**src/design/mang_pkg.sv**
```systemverilog
// Shared constants, types and saturation helpers for the multiband noise gate.
// Used by the gate core and its port checker; depends on nothing else.
package mang_pkg;

    // Sample and fixed-point formats.
    localparam int SAMPLE_BITS = 24;
    localparam int STATE_BITS  = 32;
    localparam int FRAC_BITS   = STATE_BITS - SAMPLE_BITS;
    localparam int COEF_BITS   = 16;
    localparam int GAIN_BITS   = COEF_BITS + 1;
    localparam int SCALE_BITS  = 12;
    localparam int SCALE_W     = 15;
    localparam int CFG_W       = 48;
    localparam int CFG_IDX_W   = 3;
    localparam int BAND_COUNT  = 4;
    localparam int BAND_W      = 2;
    localparam int XOVER_COUNT = 3;

    localparam logic [GAIN_BITS-1:0] COEF_ONE  = GAIN_BITS'(1) << COEF_BITS;
    localparam logic [31:0]          LEVEL_EPS = 32'd2147;

    // State memory layout: twelve lowpass states, then envelopes, then floors.
    localparam int MEM_DEPTH = 20;
    localparam int ADDR_W    = 5;
    localparam logic [ADDR_W-1:0] ENV_BASE  = 5'd12;
    localparam logic [ADDR_W-1:0] FLR_BASE  = 5'd16;
    localparam logic [ADDR_W-1:0] CH_STRIDE = 5'd6;

    // Shared multiplier operand and product widths.
    localparam int MUL_A_W = 36;
    localparam int MUL_B_W = 18;
    localparam int MUL_P_W = MUL_A_W + MUL_B_W;

    // Register indexes of the configuration port.
    typedef enum logic [CFG_IDX_W-1:0] {
        REG_XOVER_COEFS = 3'd0,
        REG_ATTACK      = 3'd1,
        REG_RELEASE     = 3'd2,
        REG_LEARN_COEF  = 3'd3,
        REG_FLOOR_SCALE = 3'd4,
        REG_GATE_FLOOR  = 3'd5,
        REG_WET_MIX     = 3'd6,
        REG_LEARN_EN    = 3'd7
    } mang_reg_t;

    // Sequencer states.
    typedef enum logic [4:0] {
        ST_IDLE,
        ST_LP_RD,
        ST_LP_DIFF,
        ST_LP_MUL,
        ST_LP_WR,
        ST_LP_B3,
        ST_B_MAG,
        ST_B_ENV_LD,
        ST_B_FLR_LD,
        ST_B_ENV_M2,
        ST_B_ENV_WR,
        ST_B_FLR_M2,
        ST_B_FLR_WR,
        ST_B_THR_MUL,
        ST_B_THR,
        ST_B_GATE_CHK,
        ST_B_DIV,
        ST_B_SQ,
        ST_B_SQ_WR,
        ST_B_GF_MUL,
        ST_B_GF,
        ST_B_L_MUL,
        ST_B_R_MUL,
        ST_B_R_ACC,
        ST_M_DL,
        ST_M_AL,
        ST_M_L,
        ST_M_AR,
        ST_M_R
    } mang_state_t;

    // Saturate a wide signed value to the 32-bit state range.
    function automatic logic signed [STATE_BITS-1:0] sat32(input logic signed [35:0] v);
        logic signed [35:0] hi;
        logic signed [35:0] lo;
        hi = 36'sh07FFFFFFF;
        lo = -36'sh080000000;
        if (v > hi)
            return hi[STATE_BITS-1:0];
        else if (v < lo)
            return lo[STATE_BITS-1:0];
        else
            return v[STATE_BITS-1:0];
    endfunction

    // Saturate a 32-bit value to the signed sample range.
    function automatic logic signed [SAMPLE_BITS-1:0] sat_sample(
        input logic signed [STATE_BITS-1:0] v);
        logic signed [STATE_BITS-1:0] hi;
        logic signed [STATE_BITS-1:0] lo;
        hi = STATE_BITS'((64'sd1 <<< (SAMPLE_BITS - 1)) - 64'sd1);
        lo = -hi - STATE_BITS'(1);
        if (v > hi)
            return hi[SAMPLE_BITS-1:0];
        else if (v < lo)
            return lo[SAMPLE_BITS-1:0];
        else
            return v[SAMPLE_BITS-1:0];
    endfunction

    // Any gain above one acts as one.
    function automatic logic [GAIN_BITS-1:0] cap_one(input logic [GAIN_BITS-1:0] v);
        return (v > COEF_ONE) ? COEF_ONE : v;
    endfunction

endpackage

```
**src/design/multiband_adaptive_noise_gate_core.sv**
```systemverilog
// Channel   | Signals                               | Moves
// input     | in_valid, in_ready, left_in, right_in | one stereo word
// output    | out_valid, out_ready, left_out, ...   | one processed stereo word
// config    | cfg_write, cfg_index, cfg_data        | one register write, no wait
//
// From acceptance to result an item passes through the twelve lowpass
// sections and the top-band remainders, then each band, with the bit-serial
// divider only for a band whose gate needs it, and then the output mix. All
// products go through the single shared multiplier, and the divider gives
// one quotient bit per cycle.
// Reset clears the sequencer, the output flag and the state memory valid bits,
// so every filter, envelope and floor reads as zero until first written.
// A new word is taken in idle while a finished result may still wait in the
// output register; the last mix step holds while that register is occupied.
//
// Four-band adaptive noise gate core. Depends on mang_pkg.
module multiband_adaptive_noise_gate_core (
    input  logic                                       clk,
    input  logic                                       rst_n,
    input  logic                                       in_valid,
    output logic                                       in_ready,
    input  logic signed [mang_pkg::SAMPLE_BITS-1:0]    left_in,
    input  logic signed [mang_pkg::SAMPLE_BITS-1:0]    right_in,
    output logic                                       out_valid,
    input  logic                                       out_ready,
    output logic signed [mang_pkg::SAMPLE_BITS-1:0]    left_out,
    output logic signed [mang_pkg::SAMPLE_BITS-1:0]    right_out,
    input  logic                                       cfg_write,
    input  logic [mang_pkg::CFG_IDX_W-1:0]             cfg_index,
    input  logic [mang_pkg::CFG_W-1:0]                 cfg_data
);
    import mang_pkg::*;

    // Configuration registers.
    logic [CFG_W-1:0]      xo_coefs_reg;
    logic [COEF_BITS-1:0]  attack_reg;
    logic [COEF_BITS-1:0]  release_reg;
    logic [COEF_BITS-1:0]  learn_coef_reg;
    logic [SCALE_W-1:0]    floor_scale_reg;
    logic [GAIN_BITS-1:0]  gate_floor_reg;
    logic [GAIN_BITS-1:0]  wet_mix_reg;
    logic                  learn_en_reg;

    // Sequencer state and counters.
    mang_state_t           state_reg;
    mang_state_t           state_next;
    logic                  ch_reg;
    logic [1:0]            xo_reg;
    logic                  sec_reg;
    logic [BAND_W-1:0]     band_reg;
    logic [3:0]            cnt_reg;
    logic                  out_valid_reg;

    // Datapath registers.
    logic signed [STATE_BITS-1:0] rest_reg;
    logic signed [STATE_BITS-1:0] dry_l_reg;
    logic signed [STATE_BITS-1:0] dry_r_reg;
    logic signed [STATE_BITS-1:0] s_reg;
    logic signed [STATE_BITS:0]   diff_reg;
    logic signed [STATE_BITS-1:0] lp_reg;
    logic signed [STATE_BITS-1:0] hp_reg;
    logic signed [STATE_BITS-1:0] band_l_reg [BAND_COUNT];
    logic signed [STATE_BITS-1:0] band_r_reg [BAND_COUNT];
    logic [31:0]                  mag_reg;
    logic [31:0]                  env_old_reg;
    logic [31:0]                  flr_old_reg;
    logic [31:0]                  env_reg;
    logic [31:0]                  flr_reg;
    logic                         upd_reg;
    logic signed [MUL_P_W-1:0]    sum_reg;
    logic [34:0]                  thr_reg;
    logic [35:0]                  rem_reg;
    logic [COEF_BITS-1:0]         quo_reg;
    logic [GAIN_BITS-1:0]         gate_reg;
    logic signed [34:0]           acc_l_reg;
    logic signed [34:0]           acc_r_reg;
    logic signed [SAMPLE_BITS-1:0] res_l_reg;
    logic signed [SAMPLE_BITS-1:0] left_out_reg;
    logic signed [SAMPLE_BITS-1:0] right_out_reg;

    // State memory and its read port.
    logic [STATE_BITS-1:0] mem [MEM_DEPTH];
    logic [MEM_DEPTH-1:0]  mem_valid_reg;
    logic [STATE_BITS-1:0] rd_q_reg;
    logic                  rd_valid_reg;
    logic [ADDR_W-1:0]     mem_raddr;
    logic                  mem_we;
    logic [ADDR_W-1:0]     mem_waddr;
    logic [STATE_BITS-1:0] mem_wdata;
    logic [STATE_BITS-1:0] rdata;

    // Shared multiplier.
    logic                         mul_en;
    logic signed [MUL_A_W-1:0]    mul_a;
    logic signed [MUL_B_W-1:0]    mul_b;
    logic signed [MUL_P_W-1:0]    mul_reg;

    // Combinational helpers.
    logic                         in_accept;
    logic                         out_free;
    logic [ADDR_W-1:0]            lp_addr;
    logic [ADDR_W-1:0]            env_addr;
    logic [ADDR_W-1:0]            flr_addr;
    logic [COEF_BITS-1:0]         xo_coef;
    logic signed [STATE_BITS-1:0] lp_src;
    logic signed [STATE_BITS-1:0] lp_y;
    logic [COEF_BITS-1:0]         env_coef;
    logic [GAIN_BITS-1:0]         env_coef_inv;
    logic [GAIN_BITS-1:0]         learn_inv;
    logic signed [MUL_P_W-1:0]    smooth_sum;
    logic [31:0]                  smooth_new;
    logic [33:0]                  flr_x3;
    logic [33:0]                  mag_x2;
    logic [34:0]                  thr_raw;
    logic [35:0]                  rem_x2;
    logic                         rem_ge;
    logic                         gate_full;
    logic [GAIN_BITS-1:0]         gf_cap;
    logic [GAIN_BITS-1:0]         mix_cap;
    logic [GAIN_BITS-1:0]         gf_inv;
    logic [GAIN_BITS-1:0]         mix_inv;
    logic signed [STATE_BITS-1:0] abs_l;
    logic signed [STATE_BITS-1:0] abs_r;
    logic [32:0]                  abs_sum;
    logic signed [34:0]           gated_term;
    logic signed [MUL_P_W-1:0]    mix_sum;
    logic signed [SAMPLE_BITS-1:0] mix_out;
    logic signed [STATE_BITS-1:0] band3_val;

    assign in_ready  = (state_reg == ST_IDLE);
    assign in_accept = in_valid && in_ready;
    assign out_valid = out_valid_reg;
    assign left_out  = left_out_reg;
    assign right_out = right_out_reg;
    assign out_free  = !out_valid_reg || out_ready;

    // Configuration writes; unknown indexes cannot occur with a 3-bit index.
    always_ff @(posedge clk or negedge rst_n)
    begin
        if (!rst_n)
        begin
            xo_coefs_reg    <= '0;
            attack_reg      <= 16'd65000;
            release_reg     <= 16'd65400;
            learn_coef_reg  <= 16'd65534;
            floor_scale_reg <= 15'd12288;
            gate_floor_reg  <= 17'd13107;
            wet_mix_reg     <= 17'd65536;
            learn_en_reg    <= 1'b0;
        end
        else if (cfg_write)
        begin
            case (mang_reg_t'(cfg_index))
                REG_XOVER_COEFS: xo_coefs_reg    <= cfg_data;
                REG_ATTACK:      attack_reg      <= cfg_data[COEF_BITS-1:0];
                REG_RELEASE:     release_reg     <= cfg_data[COEF_BITS-1:0];
                REG_LEARN_COEF:  learn_coef_reg  <= cfg_data[COEF_BITS-1:0];
                REG_FLOOR_SCALE: floor_scale_reg <= cfg_data[SCALE_W-1:0];
                REG_GATE_FLOOR:  gate_floor_reg  <= cfg_data[GAIN_BITS-1:0];
                REG_WET_MIX:     wet_mix_reg     <= cfg_data[GAIN_BITS-1:0];
                REG_LEARN_EN:    learn_en_reg    <= cfg_data[0];
                default:         learn_en_reg    <= learn_en_reg;
            endcase
        end
    end

    // State memory: one write and one registered read per cycle. The sequence
    // never reads an entry in the cycle that writes it, so no forwarding.
    always_ff @(posedge clk)
    begin
        if (mem_we)
            mem[mem_waddr] <= mem_wdata;
        rd_q_reg <= mem[mem_raddr];
    end

    // Valid bits stand in for clearing the memory at reset.
    always_ff @(posedge clk or negedge rst_n)
    begin
        if (!rst_n)
        begin
            mem_valid_reg <= '0;
            rd_valid_reg  <= 1'b0;
        end
        else
        begin
            if (mem_we)
                mem_valid_reg[mem_waddr] <= 1'b1;
            rd_valid_reg <= mem_valid_reg[mem_raddr];
        end
    end

    assign rdata = rd_valid_reg ? rd_q_reg : '0;

    // Shared multiplier with registered product.
    always_ff @(posedge clk)
    begin
        if (mul_en)
            mul_reg <= mul_a * mul_b;
    end

    // Addresses and coefficient selection.
    assign lp_addr  = (ch_reg ? CH_STRIDE : ADDR_W'(0)) + ADDR_W'({xo_reg, sec_reg});
    assign env_addr = ENV_BASE + ADDR_W'(band_reg);
    assign flr_addr = FLR_BASE + ADDR_W'(band_reg);

    always_comb
    begin
        case (xo_reg)
            2'd0:    xo_coef = xo_coefs_reg[15:0];
            2'd1:    xo_coef = xo_coefs_reg[31:16];
            2'd2:    xo_coef = xo_coefs_reg[47:32];
            default: xo_coef = '0;
        endcase
    end

    // Lowpass section arithmetic.
    assign lp_src = sec_reg ? lp_reg : rest_reg;
    assign lp_y   = sat32(36'(s_reg) + 36'(mul_reg >>> COEF_BITS));
    assign band3_val = sat32(36'(rest_reg) - 36'(ch_reg ? band_r_reg[XOVER_COUNT-1]
                                                        : band_l_reg[XOVER_COUNT-1]));

    // Envelope and floor smoothing.
    assign env_coef     = (mag_reg > env_old_reg) ? attack_reg : release_reg;
    assign env_coef_inv = COEF_ONE - {1'b0, env_coef};
    assign learn_inv    = COEF_ONE - {1'b0, learn_coef_reg};
    assign smooth_sum   = sum_reg + mul_reg;
    assign smooth_new   = smooth_sum[47:16];
    assign flr_x3       = {2'b00, flr_old_reg} + {1'b0, flr_old_reg, 1'b0};
    assign mag_x2       = {1'b0, mag_reg, 1'b0};

    // Band level is the mean absolute value of the two channels.
    assign abs_l   = band_l_reg[band_reg][STATE_BITS-1] ? -band_l_reg[band_reg]
                                                        : band_l_reg[band_reg];
    assign abs_r   = band_r_reg[band_reg][STATE_BITS-1] ? -band_r_reg[band_reg]
                                                        : band_r_reg[band_reg];
    assign abs_sum = {1'b0, abs_l} + {1'b0, abs_r};

    // Threshold, divider step and gate decision.
    assign thr_raw   = mul_reg[46:12];
    assign rem_x2    = {rem_reg[34:0], 1'b0};
    assign rem_ge    = rem_x2 >= {1'b0, thr_reg};
    assign gate_full = (env_reg <= LEVEL_EPS) || ({3'b000, env_reg} >= thr_reg);

    // Gains and output mix.
    assign gf_cap     = cap_one(gate_floor_reg);
    assign mix_cap    = cap_one(wet_mix_reg);
    assign gf_inv     = COEF_ONE - gf_cap;
    assign mix_inv    = COEF_ONE - mix_cap;
    assign gated_term = 35'(mul_reg >>> COEF_BITS);
    assign mix_sum    = sum_reg + mul_reg;
    assign mix_out    = sat_sample(STATE_BITS'(mix_sum >>> (COEF_BITS + FRAC_BITS)));

    // Next-state logic.
    always_comb
    begin
        state_next = state_reg;
        case (state_reg)
            ST_IDLE:       if (in_accept) state_next = ST_LP_RD;
            ST_LP_RD:      state_next = ST_LP_DIFF;
            ST_LP_DIFF:    state_next = ST_LP_MUL;
            ST_LP_MUL:     state_next = ST_LP_WR;
            ST_LP_WR:
            begin
                if (!sec_reg)
                    state_next = ST_LP_RD;
                else if (xo_reg == 2'(XOVER_COUNT - 1))
                    state_next = ST_LP_B3;
                else
                    state_next = ST_LP_RD;
            end
            ST_LP_B3:      state_next = ch_reg ? ST_B_MAG : ST_LP_RD;
            ST_B_MAG:      state_next = ST_B_ENV_LD;
            ST_B_ENV_LD:   state_next = ST_B_FLR_LD;
            ST_B_FLR_LD:   state_next = ST_B_ENV_M2;
            ST_B_ENV_M2:   state_next = ST_B_ENV_WR;
            ST_B_ENV_WR:   state_next = ST_B_FLR_M2;
            ST_B_FLR_M2:   state_next = ST_B_FLR_WR;
            ST_B_FLR_WR:   state_next = ST_B_THR_MUL;
            ST_B_THR_MUL:  state_next = ST_B_THR;
            ST_B_THR:      state_next = ST_B_GATE_CHK;
            ST_B_GATE_CHK: state_next = gate_full ? ST_B_GF_MUL : ST_B_DIV;
            ST_B_DIV:      if (cnt_reg == 4'hF) state_next = ST_B_SQ;
            ST_B_SQ:       state_next = ST_B_SQ_WR;
            ST_B_SQ_WR:    state_next = ST_B_GF_MUL;
            ST_B_GF_MUL:   state_next = ST_B_GF;
            ST_B_GF:       state_next = ST_B_L_MUL;
            ST_B_L_MUL:    state_next = ST_B_R_MUL;
            ST_B_R_MUL:    state_next = ST_B_R_ACC;
            ST_B_R_ACC:
                state_next = (band_reg == BAND_W'(BAND_COUNT - 1)) ? ST_M_DL : ST_B_MAG;
            ST_M_DL:       state_next = ST_M_AL;
            ST_M_AL:       state_next = ST_M_L;
            ST_M_L:        state_next = ST_M_AR;
            ST_M_AR:       state_next = ST_M_R;
            ST_M_R:        if (out_free) state_next = ST_IDLE;
            default:       state_next = ST_IDLE;
        endcase
    end

    // Memory port and multiplier operand control.
    always_comb
    begin
        mem_raddr = '0;
        mem_we    = 1'b0;
        mem_waddr = '0;
        mem_wdata = '0;
        mul_en    = 1'b0;
        mul_a     = '0;
        mul_b     = '0;
        case (state_reg)
            ST_LP_RD:     mem_raddr = lp_addr;
            ST_LP_MUL:
            begin
                mul_en = 1'b1;
                mul_a  = MUL_A_W'(diff_reg);
                mul_b  = signed'({2'b00, xo_coef});
            end
            ST_LP_WR:
            begin
                mem_we    = 1'b1;
                mem_waddr = lp_addr;
                mem_wdata = lp_y;
            end
            ST_B_MAG:     mem_raddr = env_addr;
            ST_B_ENV_LD:  mem_raddr = flr_addr;
            ST_B_FLR_LD:
            begin
                mul_en = 1'b1;
                mul_a  = signed'({4'b0000, env_old_reg});
                mul_b  = signed'({2'b00, env_coef});
            end
            ST_B_ENV_M2:
            begin
                mul_en = 1'b1;
                mul_a  = signed'({4'b0000, mag_reg});
                mul_b  = signed'({1'b0, env_coef_inv});
            end
            ST_B_ENV_WR:
            begin
                mem_we    = 1'b1;
                mem_waddr = env_addr;
                mem_wdata = smooth_new;
                mul_en    = 1'b1;
                mul_a     = signed'({4'b0000, flr_old_reg});
                mul_b     = signed'({2'b00, learn_coef_reg});
            end
            ST_B_FLR_M2:
            begin
                mul_en = 1'b1;
                mul_a  = signed'({4'b0000, mag_reg});
                mul_b  = signed'({1'b0, learn_inv});
            end
            ST_B_FLR_WR:
            begin
                mem_we    = upd_reg;
                mem_waddr = flr_addr;
                mem_wdata = smooth_new;
            end
            ST_B_THR_MUL:
            begin
                mul_en = 1'b1;
                mul_a  = signed'({4'b0000, flr_reg});
                mul_b  = signed'({3'b000, floor_scale_reg});
            end
            ST_B_SQ:
            begin
                mul_en = 1'b1;
                mul_a  = signed'({20'd0, quo_reg});
                mul_b  = signed'({2'b00, quo_reg});
            end
            ST_B_GF_MUL:
            begin
                mul_en = 1'b1;
                mul_a  = signed'({19'd0, gate_reg});
                mul_b  = signed'({1'b0, gf_inv});
            end
            ST_B_L_MUL:
            begin
                mul_en = 1'b1;
                mul_a  = MUL_A_W'(band_l_reg[band_reg]);
                mul_b  = signed'({1'b0, gate_reg});
            end
            ST_B_R_MUL:
            begin
                mul_en = 1'b1;
                mul_a  = MUL_A_W'(band_r_reg[band_reg]);
                mul_b  = signed'({1'b0, gate_reg});
            end
            ST_M_DL:
            begin
                mul_en = 1'b1;
                mul_a  = MUL_A_W'(dry_l_reg);
                mul_b  = signed'({1'b0, mix_inv});
            end
            ST_M_AL:
            begin
                mul_en = 1'b1;
                mul_a  = MUL_A_W'(acc_l_reg);
                mul_b  = signed'({1'b0, mix_cap});
            end
            ST_M_L:
            begin
                mul_en = 1'b1;
                mul_a  = MUL_A_W'(dry_r_reg);
                mul_b  = signed'({1'b0, mix_inv});
            end
            ST_M_AR:
            begin
                mul_en = 1'b1;
                mul_a  = MUL_A_W'(acc_r_reg);
                mul_b  = signed'({1'b0, mix_cap});
            end
            default:
            begin
                mul_en = 1'b0;
            end
        endcase
    end

    // Control registers.
    always_ff @(posedge clk or negedge rst_n)
    begin
        if (!rst_n)
        begin
            state_reg     <= ST_IDLE;
            ch_reg        <= 1'b0;
            xo_reg        <= '0;
            sec_reg       <= 1'b0;
            band_reg      <= '0;
            cnt_reg       <= '0;
            out_valid_reg <= 1'b0;
        end
        else
        begin
            state_reg <= state_next;
            case (state_reg)
                ST_IDLE:
                begin
                    ch_reg   <= 1'b0;
                    xo_reg   <= '0;
                    sec_reg  <= 1'b0;
                    band_reg <= '0;
                end
                ST_LP_WR:
                begin
                    sec_reg <= !sec_reg;
                    if (sec_reg && (xo_reg != 2'(XOVER_COUNT - 1)))
                        xo_reg <= xo_reg + 2'd1;
                end
                ST_LP_B3:
                begin
                    ch_reg <= 1'b1;
                    xo_reg <= '0;
                end
                ST_B_GATE_CHK: cnt_reg  <= '0;
                ST_B_DIV:      cnt_reg  <= cnt_reg + 4'd1;
                ST_B_R_ACC:    band_reg <= band_reg + BAND_W'(1);
                default:       cnt_reg  <= cnt_reg;
            endcase
            // Output flag: a new result takes priority over the hand-off.
            if ((state_reg == ST_M_R) && out_free)
                out_valid_reg <= 1'b1;
            else if (out_ready)
                out_valid_reg <= 1'b0;
        end
    end

    // Datapath registers.
    always_ff @(posedge clk)
    begin
        case (state_reg)
            ST_IDLE:
            begin
                if (in_accept)
                begin
                    dry_l_reg <= STATE_BITS'(left_in) <<< FRAC_BITS;
                    dry_r_reg <= STATE_BITS'(right_in) <<< FRAC_BITS;
                    rest_reg  <= STATE_BITS'(left_in) <<< FRAC_BITS;
                end
                acc_l_reg <= '0;
                acc_r_reg <= '0;
            end
            ST_LP_RD:
            begin
                if (sec_reg)
                    hp_reg <= sat32(36'(rest_reg) - 36'(lp_reg));
            end
            ST_LP_DIFF:
            begin
                s_reg    <= signed'(rdata);
                diff_reg <= 33'(lp_src) - 33'(signed'(rdata));
            end
            ST_LP_WR:
            begin
                if (!sec_reg)
                    lp_reg <= lp_y;
                else
                begin
                    if (ch_reg)
                        band_r_reg[xo_reg] <= lp_y;
                    else
                        band_l_reg[xo_reg] <= lp_y;
                    if (xo_reg != 2'(XOVER_COUNT - 1))
                        rest_reg <= hp_reg;
                end
            end
            ST_LP_B3:
            begin
                if (ch_reg)
                    band_r_reg[BAND_COUNT-1] <= band3_val;
                else
                    band_l_reg[BAND_COUNT-1] <= band3_val;
                rest_reg <= dry_r_reg;
            end
            ST_B_MAG:      mag_reg     <= abs_sum[32:1];
            ST_B_ENV_LD:   env_old_reg <= rdata;
            ST_B_FLR_LD:   flr_old_reg <= rdata;
            ST_B_ENV_M2:
            begin
                sum_reg <= mul_reg;
                upd_reg <= learn_en_reg || (mag_x2 < flr_x3);
            end
            ST_B_ENV_WR:   env_reg <= smooth_new;
            ST_B_FLR_M2:   sum_reg <= mul_reg;
            ST_B_FLR_WR:   flr_reg <= upd_reg ? smooth_new : flr_old_reg;
            ST_B_THR:      thr_reg <= (thr_raw < 35'(LEVEL_EPS)) ? 35'(LEVEL_EPS) : thr_raw;
            ST_B_GATE_CHK:
            begin
                gate_reg <= COEF_ONE;
                rem_reg  <= {4'h0, env_reg};
                quo_reg  <= '0;
            end
            // Restoring division, one quotient bit per cycle.
            ST_B_DIV:
            begin
                rem_reg <= rem_ge ? (rem_x2 - {1'b0, thr_reg}) : rem_x2;
                quo_reg <= {quo_reg[COEF_BITS-2:0], rem_ge};
            end
            ST_B_SQ_WR:    gate_reg <= {1'b0, mul_reg[31:16]};
            ST_B_GF:       gate_reg <= gf_cap + mul_reg[32:16];
            ST_B_R_MUL:    acc_l_reg <= acc_l_reg + gated_term;
            ST_B_R_ACC:    acc_r_reg <= acc_r_reg + gated_term;
            ST_M_AL:       sum_reg   <= mul_reg;
            ST_M_L:        res_l_reg <= mix_out;
            ST_M_AR:       sum_reg   <= mul_reg;
            ST_M_R:
            begin
                if (out_free)
                begin
                    left_out_reg  <= res_l_reg;
                    right_out_reg <= mix_out;
                end
            end
            ST_M_DL:       sum_reg <= sum_reg;
            default:       sum_reg <= sum_reg;
        endcase
    end

endmodule

```
**config.mk**
```make
export PLATFORM = sky130hd
export DESIGN_NAME = multiband_adaptive_noise_gate_core
export DESIGN_NICKNAME = d
export VERILOG_FILES = /design/src/design/mang_pkg.sv /design/src/design/multiband_adaptive_noise_gate_core.sv
export SDC_FILE = /design/constraint.sdc
export NUM_CORES = 2
export LEC_CHECK = 0
export BUFFER_PORTS_ARGS = -buffer_cell sky130_fd_sc_hd__buf_4
export CAP_MARGIN = 15
export CELL_PAD_IN_SITES_DETAIL_PLACEMENT = 0
export CELL_PAD_IN_SITES_GLOBAL_PLACEMENT = 1
export CORE_AREA = 2 2 476 478
export CTS_CLUSTER_SIZE = 8
export DETAILED_ROUTE_END_ITERATION = 7
export DIE_AREA = 0 0 478 480
export PLACE_DENSITY_LB_ADDON = 0.1
export SYNTH_ARGS = -nofsm -noshare
export SYNTH_HDL_FRONTEND = slang
export SYNTH_SLANG_ARGS = --single-unit
export TNS_END_PERCENT = 100
```
**constraint.sdc**
```tcl
create_clock -name clk -period 11 [get_ports clk]
set_input_delay 1.1 -clock clk [delete_from_list [all_inputs] [get_ports clk]]
set_output_delay 1.1 -clock clk [all_outputs]
set_load 0.05 [all_outputs]
```
# Word-level counts from Yosys, hierarchy flattened
# Memory sizes are Yosys's and may differ from the RTL's. A register that Yosys moved wholly into a read port is not among the register bits.
# Cells that the tools add are included.
dict set report totals {
  reg_bits 906
  ram_bits 896
  in_bits 104
  out_inout_bits 50
  word_cells 258
  memories 3
}
# name words width read_ports rd_clocked_by_memory_dff wr line_no
set memory_table {}
lappend memory_table {mem 20 32 1 1 1 multiband_adaptive_noise_gate_core.sv:82} ;# logic [STATE_BITS-1:0] mem [MEM_DEPTH];
lappend memory_table {band_l_reg 4 32 2 0 1 multiband_adaptive_noise_gate_core.sv:62} ;# logic signed [STATE_BITS-1:0] band_l_reg [BAND_COUNT];
lappend memory_table {band_r_reg 4 32 2 0 1 multiband_adaptive_noise_gate_core.sv:63} ;# logic signed [STATE_BITS-1:0] band_r_reg [BAND_COUNT];
dict set report classes {
  add_sub_neg 23
  multipliers 1
  n_lt_le_gt_ge 19
  n_eq_ne 46
  muxes 76
  bitwise_logic 2
  n_reduce_logical 47
}
# operator count
set op_table {}
lappend op_table {{$mux 32} 15}
lappend op_table {{$pmux 36 s13} 1}
lappend op_table {{$pmux 35 s2} 3}
lappend op_table {{$pmux 17 s11} 1}
lappend op_table {{$pmux 5 s29} 1}
lappend op_table {{$pmux 32 s3} 1}
lappend op_table {{$gt 36x32->1 const B} 2}
lappend op_table {{$lt 36x32->1 const B} 2}
lappend op_table {{$add 35x35->35} 2}
lappend op_table {{$sub 32x32->33} 2}
lappend op_table {{$eq 5x5->1 const B} 13}
lappend op_table {{$neg 32->32} 2}
lappend op_table {{$pmux 32 s2} 1}
lappend op_table {{$reduce_or 32->1} 2}
lappend op_table {{$add 54x54->54} 1}
lappend op_table {{$mul 36x18->54} 1}
lappend op_table {{$pmux 17 s3} 1}
lappend op_table {{$mux 24} 2}
lappend op_table {{$pmux 16 s3} 1}
lappend op_table {{$eq 5x4->1 const B} 8}
lappend op_table {{$add 32x36->36} 1}
lappend op_table {{$ge 36x35->1} 1}
lappend op_table {{$mux 36} 1}
lappend op_table {{$sub 32x36->36} 1}
lappend op_table {{other kinds (64)} 148}

# Longest topological paths before layout
dict set report depth {
  word_depth 8
  depth_mapped 43
  depth_no_buf 40
}

# Worst setup path after synthesis
# No wires, ideal clock.
dict set report synth_path {
  path_kind {register to register}
  from {reg mag_reg[9]}
  to {reg mul_reg[53], data pin}
  setup_time_ps 265
  arrival_ps 9159
  t_required_ps 10735
  setup_slack_ps 1576
  path_stages_with_launch 38
  n_path_buf 2
  synth_period_minus_slack_ps 9424
  path_cell_list {edfxtp_1 ha_1 a21o_1 a21o_1 a21o_1 a21oi_2 o211ai_2 o21a_2 o21ai_0 o221ai_2 nor4bb_1 buf_2 and4_1 o31ai_2 clkbuf_1 nand2_1 fa_1 inv_1 [2 not listed] fa_1 fa_1 inv_1 fa_1 inv_1 ha_1 a21o_1 a21o_1 a21o_1 o211a_1 o22ai_1 a21oi_1 a31oi_1 o21ai_0 nand2_1 o31a_1 and4b_1 or3_1}
}
dict set report synth_via {
  elab_chain_cells 5
  word_cells_on_any_way 6
  cone_classes {1 x add/sub; 1 x mul; 1 x order compare; 3 x mux}
}
# element line_no
set synth_lines {}
lappend synth_lines {{start: declaration} multiband_adaptive_noise_gate_core.sv:64} ;# logic [31:0] mag_reg;
lappend synth_lines {{start signal: assignment} multiband_adaptive_noise_gate_core.sv:515} ;# ST_B_MAG: mag_reg <= abs_sum[32:1];
lappend synth_lines {{$gt 32x32->1} multiband_adaptive_noise_gate_core.sv:223} ;# assign env_coef = (mag_reg > env_old_reg) ? attack_reg : release_reg;
lappend synth_lines {{$mux 16} multiband_adaptive_noise_gate_core.sv:223}
lappend synth_lines {{$sub 17x16->17} multiband_adaptive_noise_gate_core.sv:224} ;# assign env_coef_inv = COEF_ONE - {1'b0, env_coef};
lappend synth_lines {{$pmux 17 s11} multiband_adaptive_noise_gate_core.sv:310} ;# case (state_reg)
lappend synth_lines {{$mul 36x18->54 (*)} multiband_adaptive_noise_gate_core.sv:198} ;# mul_reg <= mul_a * mul_b;
lappend synth_lines {{end signal: assignment} multiband_adaptive_noise_gate_core.sv:198}
lappend synth_lines {{end: declaration} multiband_adaptive_noise_gate_core.sv:96} ;# logic signed [MUL_P_W-1:0] mul_reg;
# Mark *: on every way between the ends. The rest lies on a longest branch, timed or not.
# A chain may end at the register's enable or synchronous reset.

# Final worst setup path
dict set report layout_path {
  from {reg mag_reg[29]}
  to {reg mul_reg[53], data pin}
}
# Same word-level chain as after synthesis.

==> results_dict.tcl <==
set metrics [dict create \
    drc 0 \
    final_cell_mix "edfxtp_1, nand2_1, inv_1" \
    cts.clk_slew.worst_paths_ns 0.05 \
    worst_path_max_delay_cell "o21a_1" \
    clock_path_buffers 4 \
    path_max_fanout 22 \
    rsz0062_at_grt "true" \
    postPlaceCellArea_um2 123000 \
    final_nets 12200 \
    cp.required_ns 11.66 \
    final_util_pct 58.4 \
    rr_worst_depth 33 \
    async_reset_ff_share_pct 9.98 \
    rows 174 \
    fmax_ghz 0.0944 \
    synth.avg_cell_area_um2 11.0 \
    worst_slew_pin_slew_ns 1.22 \
    ant_nets 0 \
    endpoint_kind "register" \
    drive_above_1_share_pct 13.0 \
    max_stage_delay_ns 0.54 \
    yosys.area.top_type "edfxtp_1" \
    via_count 89400 \
    synthTopCellsByArea "edfxtp_1, fa_1, ha_1" \
    outcome "finished clean" \
    finalClockSkew_ns 0.145 \
    drt_iter0_drc 11300 \
    largest_reg_flops 640 \
    gr-usage-all-layers_pct 37.5 \
    first_global_vias 86200 \
    slew_viol_final 0 \
    timing.final.ws_setup_ns 0.403 \
    ys_types 104 \
    syn-num-nets 11900 \
    routabilityCongestion 1.02 \
    stdcell_area_um2 131000 \
    cts_tree "built" \
    synth-seq-cells 1834 \
    core_area_um2 224000 \
    synthCells 10600 \
    maxSlewHeadroom_pct 18.5 \
    hold_viol_final 0 \
    timing_worst_setup_path_type "register to register" \
    antenna_found_initial 49 \
    hpwl_mm 321 \
    firstDrtPassIters 6 \
    synth_top_area_share_pct 41.8 \
    htree_levels 5 \
    maxCapViolCount 0 \
    clk_latency_ns 0.98 \
    wl_per_cell_um 30.9 \
    place_ws_ns -0.0606 \
    syn_to_final_growth_pct 12.6 \
    setup_viol 0 \
    period_share_pct 96.3 \
    routed_wl_mm 435 \
    overflow 0 \
    dieArea_um2 229000 \
    synth_edf_count 1619 \
    ios 154 \
    fin_crit_ns 10.60 \
    synth_warnings 0 \
    cts-buffers-inserted 282 \
    synth_seq_area_share_pct 46.4 \
    synth_ff_type "edfxtp_1" \
    syn-cell-area_um2 116000 \
    dieHeight_um 480 \
    cpMostUsedCell "fa_1" \
    hold_class "input pin to asynchronous set/reset pin" \
    holdWs_ns 0.297 \
    root_buffer "clkbuf_16" \
    grt_pass1_wl_mm 619 \
    r2r_slack_ns 0.40 \
    vias_per_cell 6.35 \
    regToRegStartpoint "mag_reg[29]" \
    port_buffers 153 \
    regToRegEndpoint "mul_reg[53]" \
    grt_max_degree 183 \
    start_util_pct 51.9 \
    crit_path_start_kind "register" \
    fill_cells 18800 \
    crit_arrival_ns 11.25 \
    die_x_um 478 \
    clkSinkCount 1834 \
    layout_commonest_cell "edfxtp_1" \
]
per-stage QoR:
step	cells	setup TNS (ns)
final	14100	0
after global routing	14000	-0.00894
after CTS	14000	0
after detailed placement	13600	-0.0606
after global placement	13600	-0.0180
after floorplan	10600	0
synth_stat cells (38+ instances only):
cell type  instances
ha_1             595
dfstp_2           49
buf_1             38
or2_2             58
o311ai_0          39
o21a_1            98
nand2b_1          83
xor2_1           158
a21o_1           254
a31o_2            49
nor3_1           118
nand2_1         1425
mux2_2           220
a21oi_1          426
inv_1            930
o21bai_1          47
a211oi_1          96
o21ai_0          404
nor2b_1          109
fa_1             581
edfxtp_1        1619
mux4_2            62
and2_1           102
nor2_1           662
nand4_1           60
buf_2             41
nand3_1          298
a311oi_1         111
a22oi_1          129
dfrtp_1          134
a31oi_1           95
clkbuf_1         421
and3_1           133
a221oi_1          59
or3_1             58
mux2i_1           88
nor4_1            47
xnor2_1          248
metal layers:
metal / wire length [um] / track usage (%)
met1: 173000 / 51.0
met2: 191000 / 56.5
met3: 45300 / 8.58
met4: 25300 / 18.6
met5: 234 / 0
how the worst max path moves through the flow:
stage | from | to | slack, ns | cells past startpoint
2_1_floorplan | mag_reg[9] | mul_reg[53] | 1.58 | 37
3_3_place_gp | mag_reg[23] | mul_reg[53] | -0.02 | 35
3_5_place_dp | mag_reg[30] | mul_reg[53] | -0.06 | 34
4_1_cts | mag_reg[22] | mul_reg[53] | 0.06 | 33
5_1_grt | mag_reg[29] | mul_reg[53] | -0.009 | 36
6_report | mag_reg[29] | mul_reg[53] | 0.40 | 33
critical path: cells and delay by family, from the launching register on:
| kind | cells | cell delay [ns] |
|---|---|---|
| flip-flops | 1 | 0.42 |
| buffers and inverters | 6 | 0.81 |
| AND/OR/NAND/NOR | 6 | 1.68 |
| AO/OA/AOI/OAI | 13 | 3.70 |
| adder cells (fa/ha/maj) | 8 | 3.72 |
what timing repair did:
item / in CTS / in global routing
pin swaps: 0 / 4
resized for setup: 1 / 16
setup endpoints to repair: 1 / 18
setup buffers: 0 / 7
hold buffers: 0 / 0
gates cloned: 0 / 0
area by class of cell:
| class | count | area, um^2 | share of cell area, % |
|---|---|---|---|
| Timing Repair Buffer | 531 | 4130 | 3.16 |
| Inverter | 931 | 3490 | 2.67 |
| Sequential cell | 1834 | 53900 | 41.2 |
| Clock buffer | 402 | 7630 | 5.83 |
| Tap cell | 2992 | 3740 | 2.86 |
| Clock inverter | 12 | 138 | 0.105 |
| Antenna cell | 31 | 77.6 | 0.0593 |
| Multi-Input combinational cell | 7343 | 57800 | 44.1 |
kinds of logic (layout without fill, tap and decap cells):
group           Yosys count  in the layout  share of synthesized area (%)
other cells               0             31                              0
mux                     370            370                           4.09
flops                  1834           1834                           46.4
buf+inv                1441           1876                           4.73
xor+xnor                406            406                           3.06
simple gates           3225           3225                           12.5
fa+ha+maj              1184           1184                           16.5
compound gates         2158           2158                           12.7
Power is not shown: default switching activity piles up to over one toggle a cycle in this logic, so the estimate is an artifact.
